### src/rtl/hbd_pkg.sv
// ----------------------------------------------------------------------------
// hbd_pkg
// Shared types and constants of the HTTP body deframer.
// ----------------------------------------------------------------------------
`default_nettype none

package hbd_pkg;

   localparam int COUNT_BITS = 32;
   localparam int LINE_BITS  = 17;
   localparam int MAX_LINE_W = 16;
   localparam int CLEN_W     = 32;
   localparam int MODE_W     = 2;
   localparam int BYTE_W     = 8;

   localparam int REQ_DATA_W = 48;
   localparam int RSP_DATA_W = 16;

   localparam logic [MAX_LINE_W-1:0] RESET_MAX_LINE = 16'd16384;

   localparam logic ACT_BEGIN = 1'b0;
   localparam logic ACT_BYTE  = 1'b1;

   localparam logic [MODE_W-1:0] MODE_CONTENT_LEN = 2'd0;
   localparam logic [MODE_W-1:0] MODE_CHUNKED     = 2'd1;

   localparam logic [BYTE_W-1:0] CHAR_CR = 8'h0D;
   localparam logic [BYTE_W-1:0] CHAR_LF = 8'h0A;

   typedef enum logic [2:0] {
      ERR_NONE = 3'd0,
      ERR_CRLF = 3'd1,
      ERR_LONG = 3'd2,
      ERR_IDLE = 3'd3,
      ERR_OVF  = 3'd4
   } err_type;

endpackage

`default_nettype wire

### src/rtl/http_body_deframer_core.sv
// ----------------------------------------------------------------------------
// http_body_deframer_core
// HTTP/1.1 response body deframer: content-length, chunked and until-close.
// ----------------------------------------------------------------------------
// Path: a transaction passes the input register, then the per-byte state
//   update, then the result register; a stall on the response holds both.
// Throughput: one transaction per cycle unless the response stream stalls;
//   the per-byte state update is one pass of logic between the two registers.
// Reset: synchronous, clears all control state; max_line_len returns to 16384.
`default_nettype none

module http_body_deframer_core (
   input  wire logic                            clock,
   input  wire logic                            reset,
   // config
   input  wire logic                            csr_wr_en,
   input  wire logic [hbd_pkg::MAX_LINE_W-1:0] csr_wr_data,   // max_line_len
   // request stream
   input  wire logic                            req_tvalid,
   output      logic                            req_tready,
   input  wire logic [hbd_pkg::REQ_DATA_W-1:0] req_tdata,     // framing_mode, body_len, data_byte
   input  wire logic                            req_tuser,     // action
   // response stream
   output      logic                            rsp_tvalid,
   input  wire logic                            rsp_tready,
   output      logic [hbd_pkg::RSP_DATA_W-1:0] rsp_tdata,     // payload_byte, error_code, zero pad
   output      logic                            rsp_tuser,     // payload_valid
   output      logic                            rsp_tlast      // response_done
);

   typedef enum logic [2:0] {
      PH_IDLE,
      PH_CL,
      PH_SIZE,
      PH_DATA,
      PH_CRLF,
      PH_TRAIL,
      PH_EOF
   } phase_type;

   localparam int CB = hbd_pkg::COUNT_BITS;
   localparam int LB = hbd_pkg::LINE_BITS;

   // registers
   logic [hbd_pkg::MAX_LINE_W-1:0] max_line_ff;
   logic                           in_valid_ff;
   logic [hbd_pkg::REQ_DATA_W-1:0] in_data_ff;
   logic                           in_user_ff;
   phase_type                      phase_ff, phase_in;
   logic [CB-1:0]                  bytes_left_ff, bytes_left_in;
   logic                           hex_ended_ff, hex_ended_in;
   logic [LB-1:0]                  line_count_ff, line_count_in;
   logic                           first_cr_ff, first_cr_in;
   logic                           rsp_valid_ff;
   logic [hbd_pkg::RSP_DATA_W-1:0] rsp_data_ff, rsp_data_in;
   logic                           rsp_user_ff, rsp_user_in;
   logic                           rsp_last_ff, rsp_last_in;

   logic advance;
   logic fire;

   // unpacked input fields
   logic [hbd_pkg::MODE_W-1:0] in_mode;
   logic [hbd_pkg::CLEN_W-1:0] in_clen;
   logic [hbd_pkg::BYTE_W-1:0] in_byte;

   // per-item results
   logic                       pv;
   logic [hbd_pkg::BYTE_W-1:0] pb;
   logic                       done;
   hbd_pkg::err_type           err;
   logic [LB-1:0]              lc_inc;
   logic                       line_ok;
   logic                       hex_ok;
   logic [3:0]                 hex_val;
   logic [CB-1:0]              bytes_dec;

   assign in_mode = in_data_ff[hbd_pkg::MODE_W-1:0];
   assign in_clen = in_data_ff[hbd_pkg::MODE_W +: hbd_pkg::CLEN_W];
   assign in_byte = in_data_ff[hbd_pkg::MODE_W + hbd_pkg::CLEN_W +: hbd_pkg::BYTE_W];

   assign advance    = !rsp_valid_ff || rsp_tready;
   assign fire       = in_valid_ff && advance;
   assign req_tready = !in_valid_ff || advance;

   assign rsp_tvalid = rsp_valid_ff;
   assign rsp_tdata  = rsp_data_ff;
   assign rsp_tuser  = rsp_user_ff;
   assign rsp_tlast  = rsp_last_ff;

   always_comb begin
      hex_ok  = 1'b1;
      hex_val = 4'd0;
      if (in_byte >= "0" && in_byte <= "9") begin
         hex_val = 4'(in_byte - "0");
      end else if (in_byte >= "a" && in_byte <= "f") begin
         hex_val = 4'(in_byte - "a" + 8'd10);
      end else if (in_byte >= "A" && in_byte <= "F") begin
         hex_val = 4'(in_byte - "A" + 8'd10);
      end else begin
         hex_ok = 1'b0;
      end
   end

   assign lc_inc    = (line_count_ff != {LB{1'b1}}) ? line_count_ff + 1'b1 : line_count_ff;
   assign line_ok   = lc_inc <= {{(LB-hbd_pkg::MAX_LINE_W){1'b0}}, max_line_ff};
   assign bytes_dec = bytes_left_ff - 1'b1;

   always_comb begin
      phase_in      = phase_ff;
      bytes_left_in = bytes_left_ff;
      hex_ended_in  = hex_ended_ff;
      line_count_in = line_count_ff;
      first_cr_in   = first_cr_ff;
      pv            = 1'b0;
      pb            = '0;
      done          = 1'b0;
      err           = hbd_pkg::ERR_NONE;

      if (in_user_ff == hbd_pkg::ACT_BEGIN) begin
         phase_in      = PH_IDLE;
         bytes_left_in = '0;
         hex_ended_in  = 1'b0;
         line_count_in = '0;
         first_cr_in   = 1'b0;
         unique case (in_mode)
            hbd_pkg::MODE_CONTENT_LEN: begin
               if ((in_clen >> CB) != '0) begin
                  err = hbd_pkg::ERR_OVF;
               end else if (in_clen == '0) begin
                  done = 1'b1;
               end else begin
                  phase_in      = PH_CL;
                  bytes_left_in = CB'(in_clen);
               end
            end
            hbd_pkg::MODE_CHUNKED: phase_in = PH_SIZE;
            default:               phase_in = PH_EOF;
         endcase
      end else begin
         unique case (phase_ff)
            PH_CL: begin
               pv            = 1'b1;
               pb            = in_byte;
               bytes_left_in = bytes_dec;
               if (bytes_dec == '0) begin
                  phase_in = PH_IDLE;
                  done     = 1'b1;
               end
            end
            PH_EOF: begin
               pv = 1'b1;
               pb = in_byte;
            end
            PH_SIZE: begin
               if (in_byte == hbd_pkg::CHAR_LF) begin
                  phase_in      = (bytes_left_ff != '0) ? PH_DATA : PH_TRAIL;
                  hex_ended_in  = 1'b0;
                  line_count_in = '0;
                  first_cr_in   = 1'b0;
               end else if (!line_ok) begin
                  err = hbd_pkg::ERR_LONG;
               end else begin
                  line_count_in = lc_inc;
                  if (!hex_ended_ff) begin
                     if (!hex_ok) begin
                        hex_ended_in = 1'b1;
                     end else if (bytes_left_ff[CB-1 -: 4] != 4'd0) begin
                        err = hbd_pkg::ERR_OVF;
                     end else begin
                        bytes_left_in = {bytes_left_ff[CB-5:0], hex_val};
                     end
                  end
               end
            end
            PH_DATA: begin
               pv            = 1'b1;
               pb            = in_byte;
               bytes_left_in = bytes_dec;
               if (bytes_dec == '0) begin
                  phase_in    = PH_CRLF;
                  first_cr_in = 1'b0;
               end
            end
            PH_CRLF: begin
               if (!first_cr_ff) begin
                  if (in_byte == hbd_pkg::CHAR_CR) begin
                     first_cr_in = 1'b1;
                  end else begin
                     err = hbd_pkg::ERR_CRLF;
                  end
               end else if (in_byte == hbd_pkg::CHAR_LF) begin
                  phase_in      = PH_SIZE;
                  first_cr_in   = 1'b0;
                  line_count_in = '0;
                  hex_ended_in  = 1'b0;
                  bytes_left_in = '0;
               end else begin
                  err = hbd_pkg::ERR_CRLF;
               end
            end
            PH_TRAIL: begin
               if (in_byte == hbd_pkg::CHAR_LF) begin
                  if (line_count_ff == '0 ||
                      (line_count_ff == LB'(1) && first_cr_ff)) begin
                     phase_in      = PH_IDLE;
                     bytes_left_in = '0;
                     hex_ended_in  = 1'b0;
                     line_count_in = '0;
                     first_cr_in   = 1'b0;
                     done          = 1'b1;
                  end else begin
                     line_count_in = '0;
                     first_cr_in   = 1'b0;
                  end
               end else begin
                  if (line_count_ff == '0) begin
                     first_cr_in = (in_byte == hbd_pkg::CHAR_CR);
                  end
                  line_count_in = lc_inc;
                  if (!line_ok) begin
                     err = hbd_pkg::ERR_LONG;
                  end
               end
            end
            default: err = hbd_pkg::ERR_IDLE;
         endcase

         if (err != hbd_pkg::ERR_NONE) begin
            phase_in      = PH_IDLE;
            bytes_left_in = '0;
            hex_ended_in  = 1'b0;
            line_count_in = '0;
            first_cr_in   = 1'b0;
            pv            = 1'b0;
            pb            = '0;
            done          = 1'b0;
         end
      end

      rsp_data_in = {{(hbd_pkg::RSP_DATA_W - hbd_pkg::BYTE_W - 3){1'b0}}, err, pb};
      rsp_user_in = pv;
      rsp_last_in = done;
   end

   always_ff @(posedge clock) begin
      if (reset) begin
         max_line_ff   <= hbd_pkg::RESET_MAX_LINE;
         in_valid_ff   <= 1'b0;
         phase_ff      <= PH_IDLE;
         bytes_left_ff <= '0;
         hex_ended_ff  <= 1'b0;
         line_count_ff <= '0;
         first_cr_ff   <= 1'b0;
         rsp_valid_ff  <= 1'b0;
      end else begin
         if (csr_wr_en) begin
            max_line_ff <= csr_wr_data;
         end
         if (req_tready) begin
            in_valid_ff <= req_tvalid;
         end
         if (advance) begin
            rsp_valid_ff <= in_valid_ff;
         end
         if (fire) begin
            phase_ff      <= phase_in;
            bytes_left_ff <= bytes_left_in;
            hex_ended_ff  <= hex_ended_in;
            line_count_ff <= line_count_in;
            first_cr_ff   <= first_cr_in;
         end
      end
      if (req_tvalid && req_tready) begin
         in_data_ff <= req_tdata;
         in_user_ff <= req_tuser;
      end
      if (fire) begin
         rsp_data_ff <= rsp_data_in;
         rsp_user_ff <= rsp_user_in;
         rsp_last_ff <= rsp_last_in;
      end
   end

endmodule

`default_nettype wire

### config.mk
export PLATFORM = sky130hd
export DESIGN_NAME = http_body_deframer_core
export DESIGN_NICKNAME = d
export VERILOG_FILES = /design/src/rtl/hbd_pkg.sv /design/src/rtl/http_body_deframer_core.sv
export SDC_FILE = /design/constraint.sdc
export NUM_CORES = 1
export LEC_CHECK = 0
export ABC_AREA = 1
export BUFFER_PORTS_ARGS = -buffer_cell sky130_fd_sc_hd__buf_2
export CELL_PAD_IN_SITES_DETAIL_PLACEMENT = 1
export CELL_PAD_IN_SITES_GLOBAL_PLACEMENT = 1
export CORE_UTILIZATION = 43
export CTS_CLUSTER_DIAMETER = 200
export CTS_CLUSTER_SIZE = 28
export DETAILED_ROUTE_END_ITERATION = 10
export PLACE_DENSITY_LB_ADDON = 0.1
export SLEW_MARGIN = 20
export SYNTH_ARGS = -nofsm -noshare
export SYNTH_HDL_FRONTEND = slang
export SYNTH_SLANG_ARGS = --single-unit
### constraint.sdc
create_clock -name clock -period 4.4 [get_ports clock]
set_clock_uncertainty 0.05 [all_clocks]
set_input_delay 0.88 -clock clock [delete_from_list [all_inputs] [get_ports clock]]
set_output_delay 0.88 -clock clock [all_outputs]
set_load 0.03 [all_outputs]
==> results of run 1 <==
per-layer routing:
layer | GRT usage [%] | part of all wire [%]
met4 | 6.48 | 1.5
met3 | 4.81 | 4.1
met2 | 45.5 | 48
met1 | 34.0 | 46
met5 | 0 | 0
sequential cells by signal, summed over array words and instances (netlist names), 3 cells and up:
signal         count
bytes_left_ff     32
in_data_ff        42
line_count_ff     17
max_line_ff       16
phase_ff           3
rsp_tdata         11
synth_stat cells (2+ instances only):
cell / number
nor2_1: 224
nand2_1: 170
inv_1: 128
nand3_1: 75
dfxtp_1: 72
o21ai_0: 71
a21oi_1: 60
edfxtp_1: 56
o21ai_1: 33
xor2_1: 30
clkbuf_1: 25
ha_1: 25
nand4_1: 13
nor4_1: 12
nor3_1: 11
a22oi_1: 8
inv_2: 8
o22ai_1: 7
buf_2: 6
nor2_2: 6
buf_4: 5
buf_6: 3
clkbuf_2: 3
nand3_2: 3
nor2_4: 3
xnor2_1: 3
a21boi_0: 2
a31oi_1: 2
a32o_1: 2
nand3b_1: 2
stage by stage:
stage | instances | power [mW] | hold slack (ns) | cell area, µm² | setup WS, ns
2_1_floorplan | 1086 | 2.04 | 0.381 | 7730 | 0.740
3_3_place_gp | 1367 | 2.30 | 0.396 | 8400 | 0.158
3_5_place_dp | 1367 | 2.32 | 0.407 | 8400 | 0.0486
4_1_cts | 1399 | 3.83 | 0.415 | 9020 | 0.00189
5_1_grt | 1407 | 4.04 | 0.448 | 9250 | -0.154
6_report | 1407 | 3.87 | 0.415 | 9250 | 0.103
critical path: cells and delay by family (launching register included):
kind	cells	cell delay, ns
compound gates	1	0.31
simple gates	22	2.50
flops	1	0.33
fa+ha+maj	2	0.32
buf+inv	7	0.68
timing repair:
action / in CTS / in global routing
setup buffers: 0 / 4
gates resized for setup: 2 / 34
pin swaps: 0 / 8
setup endpoints to repair: 37 / 63
hold buffers: 0 / 0
cloned: 0 / 4
area by class of cell:
class / count / area share, %
Multi-Input combinational cell: 779 / 43.2
Sequential cell: 128 / 33.8
Timing Repair Buffer: 106 / 7.72
Inverter: 137 / 5.64
Clock buffer: 20 / 4.83
Tap cell: 225 / 3.04
Clock inverter: 12 / 1.78
path summary, 6_finish.rpt:
kind / startpoint / end / cells past startpoint
worst max-delay path: line_count_ff[1]$_SDFFE_PP0P_ / bytes_left_ff[3]$_SDFFE_PP0P_ / 32
worst min-delay path: line_count_ff[16]$_SDFFE_PP0P_ / line_count_ff[16]$_SDFFE_PP0P_ / 2
worst max register to register: line_count_ff[1]$_SDFFE_PP0P_ / bytes_left_ff[3]$_SDFFE_PP0P_ / 32
worst min register to register: line_count_ff[16]$_SDFFE_PP0P_ / line_count_ff[16]$_SDFFE_PP0P_ / 2
power by group through the flow:
stage	Sequential, mW	Clock, mW	Combinational (mW)
2_1_floorplan	1.43	0	0.616
5_1_grt	1.43	1.56	1.05
4_1_cts	1.42	1.52	0.895
6_report	1.42	1.50	0.944
3_5_place_dp	1.44	0	0.881
3_3_place_gp	1.44	0	0.858
cells in the final DEF, fill, tap and decap left out, types with 3 or more instances in the layout:
master and count:
inv_1 126, clkinv_2 3, nand3_2 7, a21oi_1 58, ha_1 23, nor4_1 12
nand2_1 164, inv_2 9, nor2_4 7, clkbuf_16 20, a21oi_2 3, xnor2_1 3
nand2_2 7, buf_12 4, nor3_1 10, dfxtp_1 70, edfxtp_1 56, a22oi_1 8
bufinv_16 4, buf_4 18, buf_6 3, nor2_1 216, buf_2 78, clkinvlp_4 3
nor2_2 10, o22ai_1 7, xor2_1 29, conb_1 5, o21ai_1 33, nand3_1 71
o21ai_0 71, nand4_1 13
cells by family (layout without fill, tap and decap cells):
| family | count (synthesis) | count (layout) | synth area share (%) |
|---|---|---|---|
| other cells | 1 | 5 | 0.0486 |
| fa+ha+maj | 25 | 25 | 4.05 |
| xor+xnor | 33 | 33 | 3.75 |
| simple gates | 525 | 525 | 29.1 |
| flops | 128 | 128 | 40.5 |
| compound gates | 191 | 191 | 13.2 |
| buf+inv | 179 | 275 | 9.40 |
==> flow_metrics.env, run 1 <==
export IMPL_synth_top_area_share_pct=21.8
export IMPL_sequentialPowerShare_pct=36.7
export IMPL_powerDensity_nw_per_um2=418
export IMPL_swShare_pct=32.7
export IMPL_area_delta_synth_final_pct=19.9
export IMPL_crit_top_cell="nand2_2"
export IMPL_synthArstFlopShare_pct=0
export IMPL_tightest_slew_ns=0.976
export IMPL_drtAntennaViolNets=0
export IMPL_ys_flop_type="dfxtp_1"
export IMPL_ys_seq_area_share_pct=40.5
export IMPL_postSynthCellCount=1082
export IMPL_endpoint_kind="flop"
export IMPL_root_buffer="clkbuf_16"
export IMPL_hold_viol=0
export IMPL_synth_edf_count=56
export IMPL_yosys_warnings=0
export IMPL_antenna_found_initial=0
export IMPL_cts_tree="done"
export IMPL_insertion_delay_ns=0.44
export IMPL_status="finished, final reports clean"
export IMPL_initial_core_util_pct=44.3
export IMPL_dieArea_um2=18500
export IMPL_period_share_pct=97.7
export IMPL_yosys_area_top_type="edfxtp_1"
export IMPL_die_x_um=136
export IMPL_relSlewSlack_pct=35.0
export IMPL_ys_ff_latch=128
export IMPL_hold_class="flop to flop"
export IMPL_p_clk_share_pct=38.8
export IMPL_cts_buffers=17
export IMPL_cts_max_level=4
export IMPL_wirelength_um=24600
export IMPL_cp_max_fo=8
export IMPL_critPathKind="flop to flop"
export IMPL_drt_vias_per_instance=5.35
export IMPL_critPathSlowestCell="dfxtp_2"
export IMPL_p_int_mw=2.60
export IMPL_p_leak_nw=4.04
export IMPL_cp_required_ns=4.72
export IMPL_nFillCells=2267
export IMPL_comb_power_share_pct=24.4
export IMPL_tns_ns=0
export IMPL_fp_coreArea_um2=17400
export IMPL_first_global_vias=7462
export IMPL_row_count=48
export IMPL_drc_errors=0
export IMPL_syn_cell_area_um2=7720
export IMPL_avgSynthCellArea_um2=7.13
export IMPL_overflow=0
export IMPL_grt_pass1_wl_um=37700
export IMPL_start_kind="flop"
export IMPL_drtPass1Iterations=5
export IMPL_fin_crit_ns=4.30
export IMPL_multi_input_area_um2=4000
export IMPL_regArea_um2=3130
export IMPL_vdd_drop_max_mv=0.297
export IMPL_clock_path_buffers=2
export IMPL_synth_area_leaders="edfxtp_1 (22%), dfxtp_1 (19%), nor2_1 (11%)"
export IMPL_drv_slew=0
export IMPL_grt_max_degree=44
export IMPL_crit_path_max_incr_delay_ns=0.33
export IMPL_port_buffers=78
export IMPL_gp_congestion=0.903
export IMPL_drive_gt1_share_pct=15.9
export IMPL_synth_cell_types=44
export IMPL_drtIter0Drc=385
export IMPL_switchingPower_mw=1.27
export IMPL_cts_num_sinks=128
export IMPL_max_cap_violations=0
export IMPL_grtUsageTotal_pct=26.4
export IMPL_worstPathArrival_ns=4.61
export IMPL_post_drt_wl_per_cell_um=17.5
export IMPL_r2r_setup_slack_ns=0.10
export IMPL_final_util_pct=53.1
export IMPL_hpwl_um=16800
export IMPL_diodes=0
export IMPL_clkTransAtPathRegs_ns=0.06
export IMPL_vias=7530
export IMPL_io_pins=90
export IMPL_die_y_um=136
export IMPL_fmax_mhz=233
export IMPL_fin_nets=1264
export IMPL_setup_viol=0
No activity file was read; power rests on OpenSTA's default activity.
==> inputs of run 2 (changes only) <==
Settings changed: CORE_ASPECT_RATIO from default to 0.9.
==> flow_metrics.env, run 2 (synthesis results as in run 1) <==
export IMPL_status="finished, final reports clean"
export IMPL_r2r_setup_slack_ns=0.33
export IMPL_switchingPower_mw=1.33
export IMPL_hold_viol=0
export IMPL_cts_num_sinks=128
export IMPL_grtUsageTotal_pct=27.2
export IMPL_hold_ws_ns=0.416
export IMPL_clkTransAtPathRegs_ns=0.06
export IMPL_wirelength_um=24300
export IMPL_p_clk_share_pct=37.0
export IMPL_cp_required_ns=4.67
export IMPL_hpwl_um=18100
export IMPL_critPathSlowestCell="dfxtp_1"
export IMPL_endpoint_kind="flop"
export IMPL_area_delta_synth_final_pct=18.7
export IMPL_p_leak_nw=3.99
export IMPL_worstPathArrival_ns=4.33
export IMPL_hold_class="flop to flop"
export IMPL_setup_viol=0
export IMPL_dieArea_um2=18500
export IMPL_drtAntennaViolNets=0
export IMPL_port_buffers=78
export IMPL_gp_congestion=0.923
export IMPL_row_count=46
export IMPL_post_drt_wl_per_cell_um=17.1
export IMPL_drc_errors=0
export IMPL_fin_nets=1263
export IMPL_first_global_vias=7218
export IMPL_relSlewSlack_pct=41.7
export IMPL_insertion_delay_ns=0.43
export IMPL_largest_register="in_data_ff"
export IMPL_drtIter0Drc=440
export IMPL_drtPass1Iterations=5
export IMPL_fp_coreArea_um2=17600
export IMPL_root_buffer="clkbuf_16"
export IMPL_initial_core_util_pct=43.8
export IMPL_cts_tree="done"
export IMPL_max_cap_violations=0
export IMPL_rsz0062_at_grt="no"
export IMPL_vdd_drop_max_mv=0.281
export IMPL_fmax_mhz=246
export IMPL_clock_path_buffers=2
export IMPL_top_regs="in_data_ff x42, bytes_left_ff x32, line_count_ff x17"
export IMPL_fin_crit_ns=4.07
export IMPL_final_common_cell="nor2_1"
export IMPL_grt_max_degree=53
export IMPL_cts_max_level=4
export IMPL_tns_ns=0
export IMPL_final_cell_mix="nor2_1 (217), nand2_1 (165), inv_1 (125)"
export IMPL_antenna_found_initial=0
export IMPL_tightest_slew_ns=0.874
export IMPL_p_int_mw=2.38
export IMPL_cp_max_fo=15
export IMPL_sequentialPowerShare_pct=38.2
export IMPL_crit_path_max_incr_delay_ns=0.32
export IMPL_vias=7490
export IMPL_cts_hold_buf=0
export IMPL_period_share_pct=92.4
export IMPL_cts_buffers=17
export IMPL_timing_final_ws_setup_ns=0.335
export IMPL_grt_pass1_wl_um=37800
export IMPL_comb_power_share_pct=24.8
export IMPL_swShare_pct=35.8
export IMPL_diodes=0
export IMPL_preCtsSetupSlack_ns=0.0951
export IMPL_crit_top_cell="nand2_1"
export IMPL_overflow=0
export IMPL_drv_slew=0
export IMPL_critPathKind="flop to flop"
export IMPL_drive_gt1_share_pct=15.7
export IMPL_io_pins=90
export IMPL_die_x_um=143
export IMPL_powerDensity_nw_per_um2=406
export IMPL_die_y_um=129
export IMPL_start_kind="flop"
export IMPL_drt_vias_per_instance=5.27
export IMPL_largest_reg_flops=42
## run 2: cell types whose count changed in the layout (fill, tap and decap cells not counted), sizes merged
| cell | previous run | this run |
|---|---|---|
| buf | 103 | 104 |
| clkinvlp | 3 | 4 |
| bufinv | 4 | 0 |
| clkbuf | 23 | 18 |
| inv | 137 | 146 |
| clkinv | 5 | 2 |
## run 2: metal layers
| metal | GRT usage, % | up-vias | wire [µm] |
|---|---|---|---|
| met5 | 0 | - | 0 |
| met2 | 41.2 | 189 | 10500 |
| met1 | 39.7 | 3564 | 12200 |
| met3 | 4.58 | 24 | 1230 |
| li1 | - | 3713 | - |
| met4 | 7.59 | 0 | 345 |
## run 2: worst paths after layout
path                                     to                           from  cells after the start
min reg2reg       hex_ended_ff$_SDFFE_PP0P_      hex_ended_ff$_SDFFE_PP0P_                      2
max          bytes_left_ff[31]$_SDFFE_PP0P_  line_count_ff[0]$_SDFFE_PP0P_                     30
min               hex_ended_ff$_SDFFE_PP0P_      hex_ended_ff$_SDFFE_PP0P_                      2
max reg2reg  bytes_left_ff[31]$_SDFFE_PP0P_  line_count_ff[0]$_SDFFE_PP0P_                     30
## run 2: area by class of cell
cell class | instances | area [µm²]
Inverter | 137 | 517
Multi-Input combinational cell | 779 | 3990
Clock buffer | 17 | 425
Timing Repair Buffer | 105 | 664
Tap cell | 240 | 300
Sequential cell | 128 | 3120
Clock inverter | 15 | 141
Fill cell | 2285 | 8450
## run 2: repair_timing
action / 4_1_cts / 5_1_grt
gates resized for setup: 0 / 31
setup endpoints to repair: 0 / 63
setup buffers: 0 / 2
## run 2: power groups by stage
stage | registers (mW) | logic, mW | clock network, mW
after floorplan | 1.43 | 0.616 | 0
after global placement | 1.44 | 0.866 | 0
after CTS | 1.42 | 0.898 | 1.40
final | 1.42 | 0.922 | 1.38
after global routing | 1.43 | 1.03 | 1.45
after detailed placement | 1.44 | 0.890 | 0
## run 2: worst max-delay path: cells and delay by family (launching register included)
kind,cells,cell delay [ns]
flip-flops,1,0.32
AND/OR/NAND/NOR,19,1.96
buffers and inverters,6,0.62
adder cells (fa/ha/maj),2,0.44
AO/OA/AOI/OAI,2,0.34
XOR/XNOR,1,0.21
## run 2: metrics by stage
stage / util [%] / instances / cell area [µm²] / power, mW
2_1_floorplan: - / 1086 / 7730 / 2.04
3_3_place_gp: 48.0 / 1386 / 8450 / 2.30
3_5_place_dp: 48.0 / 1386 / 8450 / 2.33
4_1_cts: 51.2 / 1418 / 9010 / 3.71
5_1_grt: 52.0 / 1421 / 9160 / 3.90
6_report: 52.0 / 1421 / 9160 / 3.72
==> inputs of run 3 (changes only) <==
Settings changed: CORE_MARGIN from default to 5.
==> flow_metrics.env, run 3 (synthesis results as in run 1) <==
export IMPL_status="finished, final reports clean"
export IMPL_insertion_delay_ns=0.43
export IMPL_cp_required_ns=4.67
export IMPL_rr_endpoint="bytes_left_ff[30]$_SDFFE_PP0P_"
export IMPL_overflow=0
export IMPL_period_share_pct=92.7
export IMPL_drv_slew=0
export IMPL_relSlewSlack_pct=41.3
export IMPL_crit_path_max_incr_delay_ns=0.31
export IMPL_area_delta_synth_final_pct=18.5
export IMPL_worstPathArrival_ns=4.34
export IMPL_die_x_um=151
export IMPL_root_buffer="clkbuf_16"
export IMPL_cts_num_sinks=128
export IMPL_largest_register="in_data_ff"
export IMPL_final_common_cell="nor2_1"
export IMPL_worstHoldStart="hex_ended_ff$_SDFFE_PP0P_"
export IMPL_endpoint_kind="flop"
export IMPL_gp_congestion=0.902
export IMPL_top_regs="in_data_ff x42, bytes_left_ff x32, line_count_ff x17"
export IMPL_die_y_um=137
export IMPL_hpwl_um=18100
export IMPL_largest_reg_flops=42
export IMPL_drtIter0Drc=419
export IMPL_grt_pass1_wl_um=38000
export IMPL_cts_buffers=17
export IMPL_worstRegToRegCells=30
export IMPL_hold_class="flop to flop"
export IMPL_cts_max_level=4
export IMPL_drtPass1Iterations=5
export IMPL_preCtsSetupSlack_ns=0.0970
export IMPL_critPathSlowestCell="dfxtp_1"
export IMPL_setup_viol=0
export IMPL_port_buffers=78
export IMPL_vias=7383
export IMPL_cp_max_fo=15
export IMPL_timing_rr_start="line_count_ff[0]$_SDFFE_PP0P_"
export IMPL_hold_ws_ns=0.416
export IMPL_hold_viol=0
export IMPL_critPathLaunch="line_count_ff[0]$_SDFFE_PP0P_"
export IMPL_p_leak_nw=3.99
export IMPL_drtAntennaViolNets=0
export IMPL_diodes=0
export IMPL_wirelength_um=23800
export IMPL_fmax_mhz=245
export IMPL_row_count=46
export IMPL_tns_ns=0
export IMPL_grt_max_degree=44
export IMPL_final_cell_mix="nor2_1 (216), nand2_1 (167), inv_1 (127)"
export IMPL_cts_tree="done"
export IMPL_fin_crit_ns=4.08
export IMPL_clkTransAtPathRegs_ns=0.06
export IMPL_max_cap_violations=0
export IMPL_drc_errors=0
export IMPL_critPathKind="flop to flop"
export IMPL_post_drt_wl_per_cell_um=16.7
export IMPL_io_pins=90
export IMPL_antenna_found_initial=0
export IMPL_powerDensity_nw_per_um2=411
export IMPL_fin_nets=1261
export IMPL_start_kind="flop"
export IMPL_whs_path_depth=2
export IMPL_finalPower_mw=3.76
export IMPL_r2r_setup_slack_ns=0.32
export IMPL_grtUsageTotal_pct=23.6
export IMPL_clock_path_buffers=2
export IMPL_cts_hold_buf=0
export IMPL_dieArea_um2=20700
export IMPL_timing_final_ws_setup_ns=0.323
export IMPL_crit_top_cell="nand2_1"
export IMPL_initial_core_util_pct=43.8
export IMPL_drive_gt1_share_pct=15.4
export IMPL_first_global_vias=7293
export IMPL_hold_end="hex_ended_ff$_SDFFE_PP0P_"
export IMPL_vdd_drop_max_mv=0.269
export IMPL_fp_coreArea_um2=17600
export IMPL_final_util_pct=51.9
export IMPL_tightest_slew_ns=0.879
export IMPL_drt_vias_per_instance=5.20
run 3: critical path, delay by kind of cell, from the launching register on:
| kind | cells | cell delay [ns] |
|---|---|---|
| fa+ha+maj | 2 | 0.51 |
| simple gates | 20 | 2.00 |
| flops | 1 | 0.31 |
| xor+xnor | 1 | 0.20 |
| buf+inv | 5 | 0.55 |
| compound gates | 2 | 0.31 |
run 3: layout make-up:
type | count | area (µm²)
Multi-Input combinational cell | 779 | 3970
Sequential cell | 128 | 3120
Inverter | 137 | 517
Timing Repair Buffer | 103 | 644
Clock inverter | 15 | 166
Clock buffer | 17 | 425
Tap cell | 240 | 300
Fill cell | 2316 | 8470
run 3: stage by stage:
stage	instance area [µm²]	std cells
after floorplan	7730	1086
after global placement	8450	1385
after detailed placement	8450	1385
after CTS	9040	1417
after global routing	9150	1419
final	9150	1419
run 3: metal layers:
| metal | GRT usage (%) | part of all wire (%) |
|---|---|---|
| met1 | 36.0 | 51 |
| met2 | 35.3 | 43 |
| met3 | 3.61 | 5.7 |
| met4 | 4.98 | 0.76 |
| met5 | 0 | 0 |
run 3: worst max path at each step:
stage / to / slack (ns) / cells past startpoint
finish: bytes_left_ff[30]$_SDFFE_PP0P_ / 0.32 / 30
detailed placement: bytes_left_ff[20]$_SDFFE_PP0P_ / 0.1 / 31
CTS: bytes_left_ff[11]$_SDFFE_PP0P_ / 0.04 / 31
global placement: bytes_left_ff[14]$_SDFFE_PP0P_ / 0.20 / 31
floorplan: line_count_ff[15]$_SDFFE_PP0P_ / 0.74 / 32
global route: phase_ff[2]$_SDFFE_PP0P_ / -0.06 / 31
run 3: report_power, final:
group	internal (mW)	switching, mW	leakage (nW)	total, mW
Combinational	0.302	0.611	2.57	0.913
Clock	0.806	0.622	0.282	1.43
Sequential	1.33	0.0844	1.14	1.42
Total	2.44	1.32	3.99	3.76
run 3: repair_timing:
action / in CTS / in global routing
buffers inserted: 0 / 2
gates resized for setup: 0 / 25
setup endpoints to repair: 0 / 63
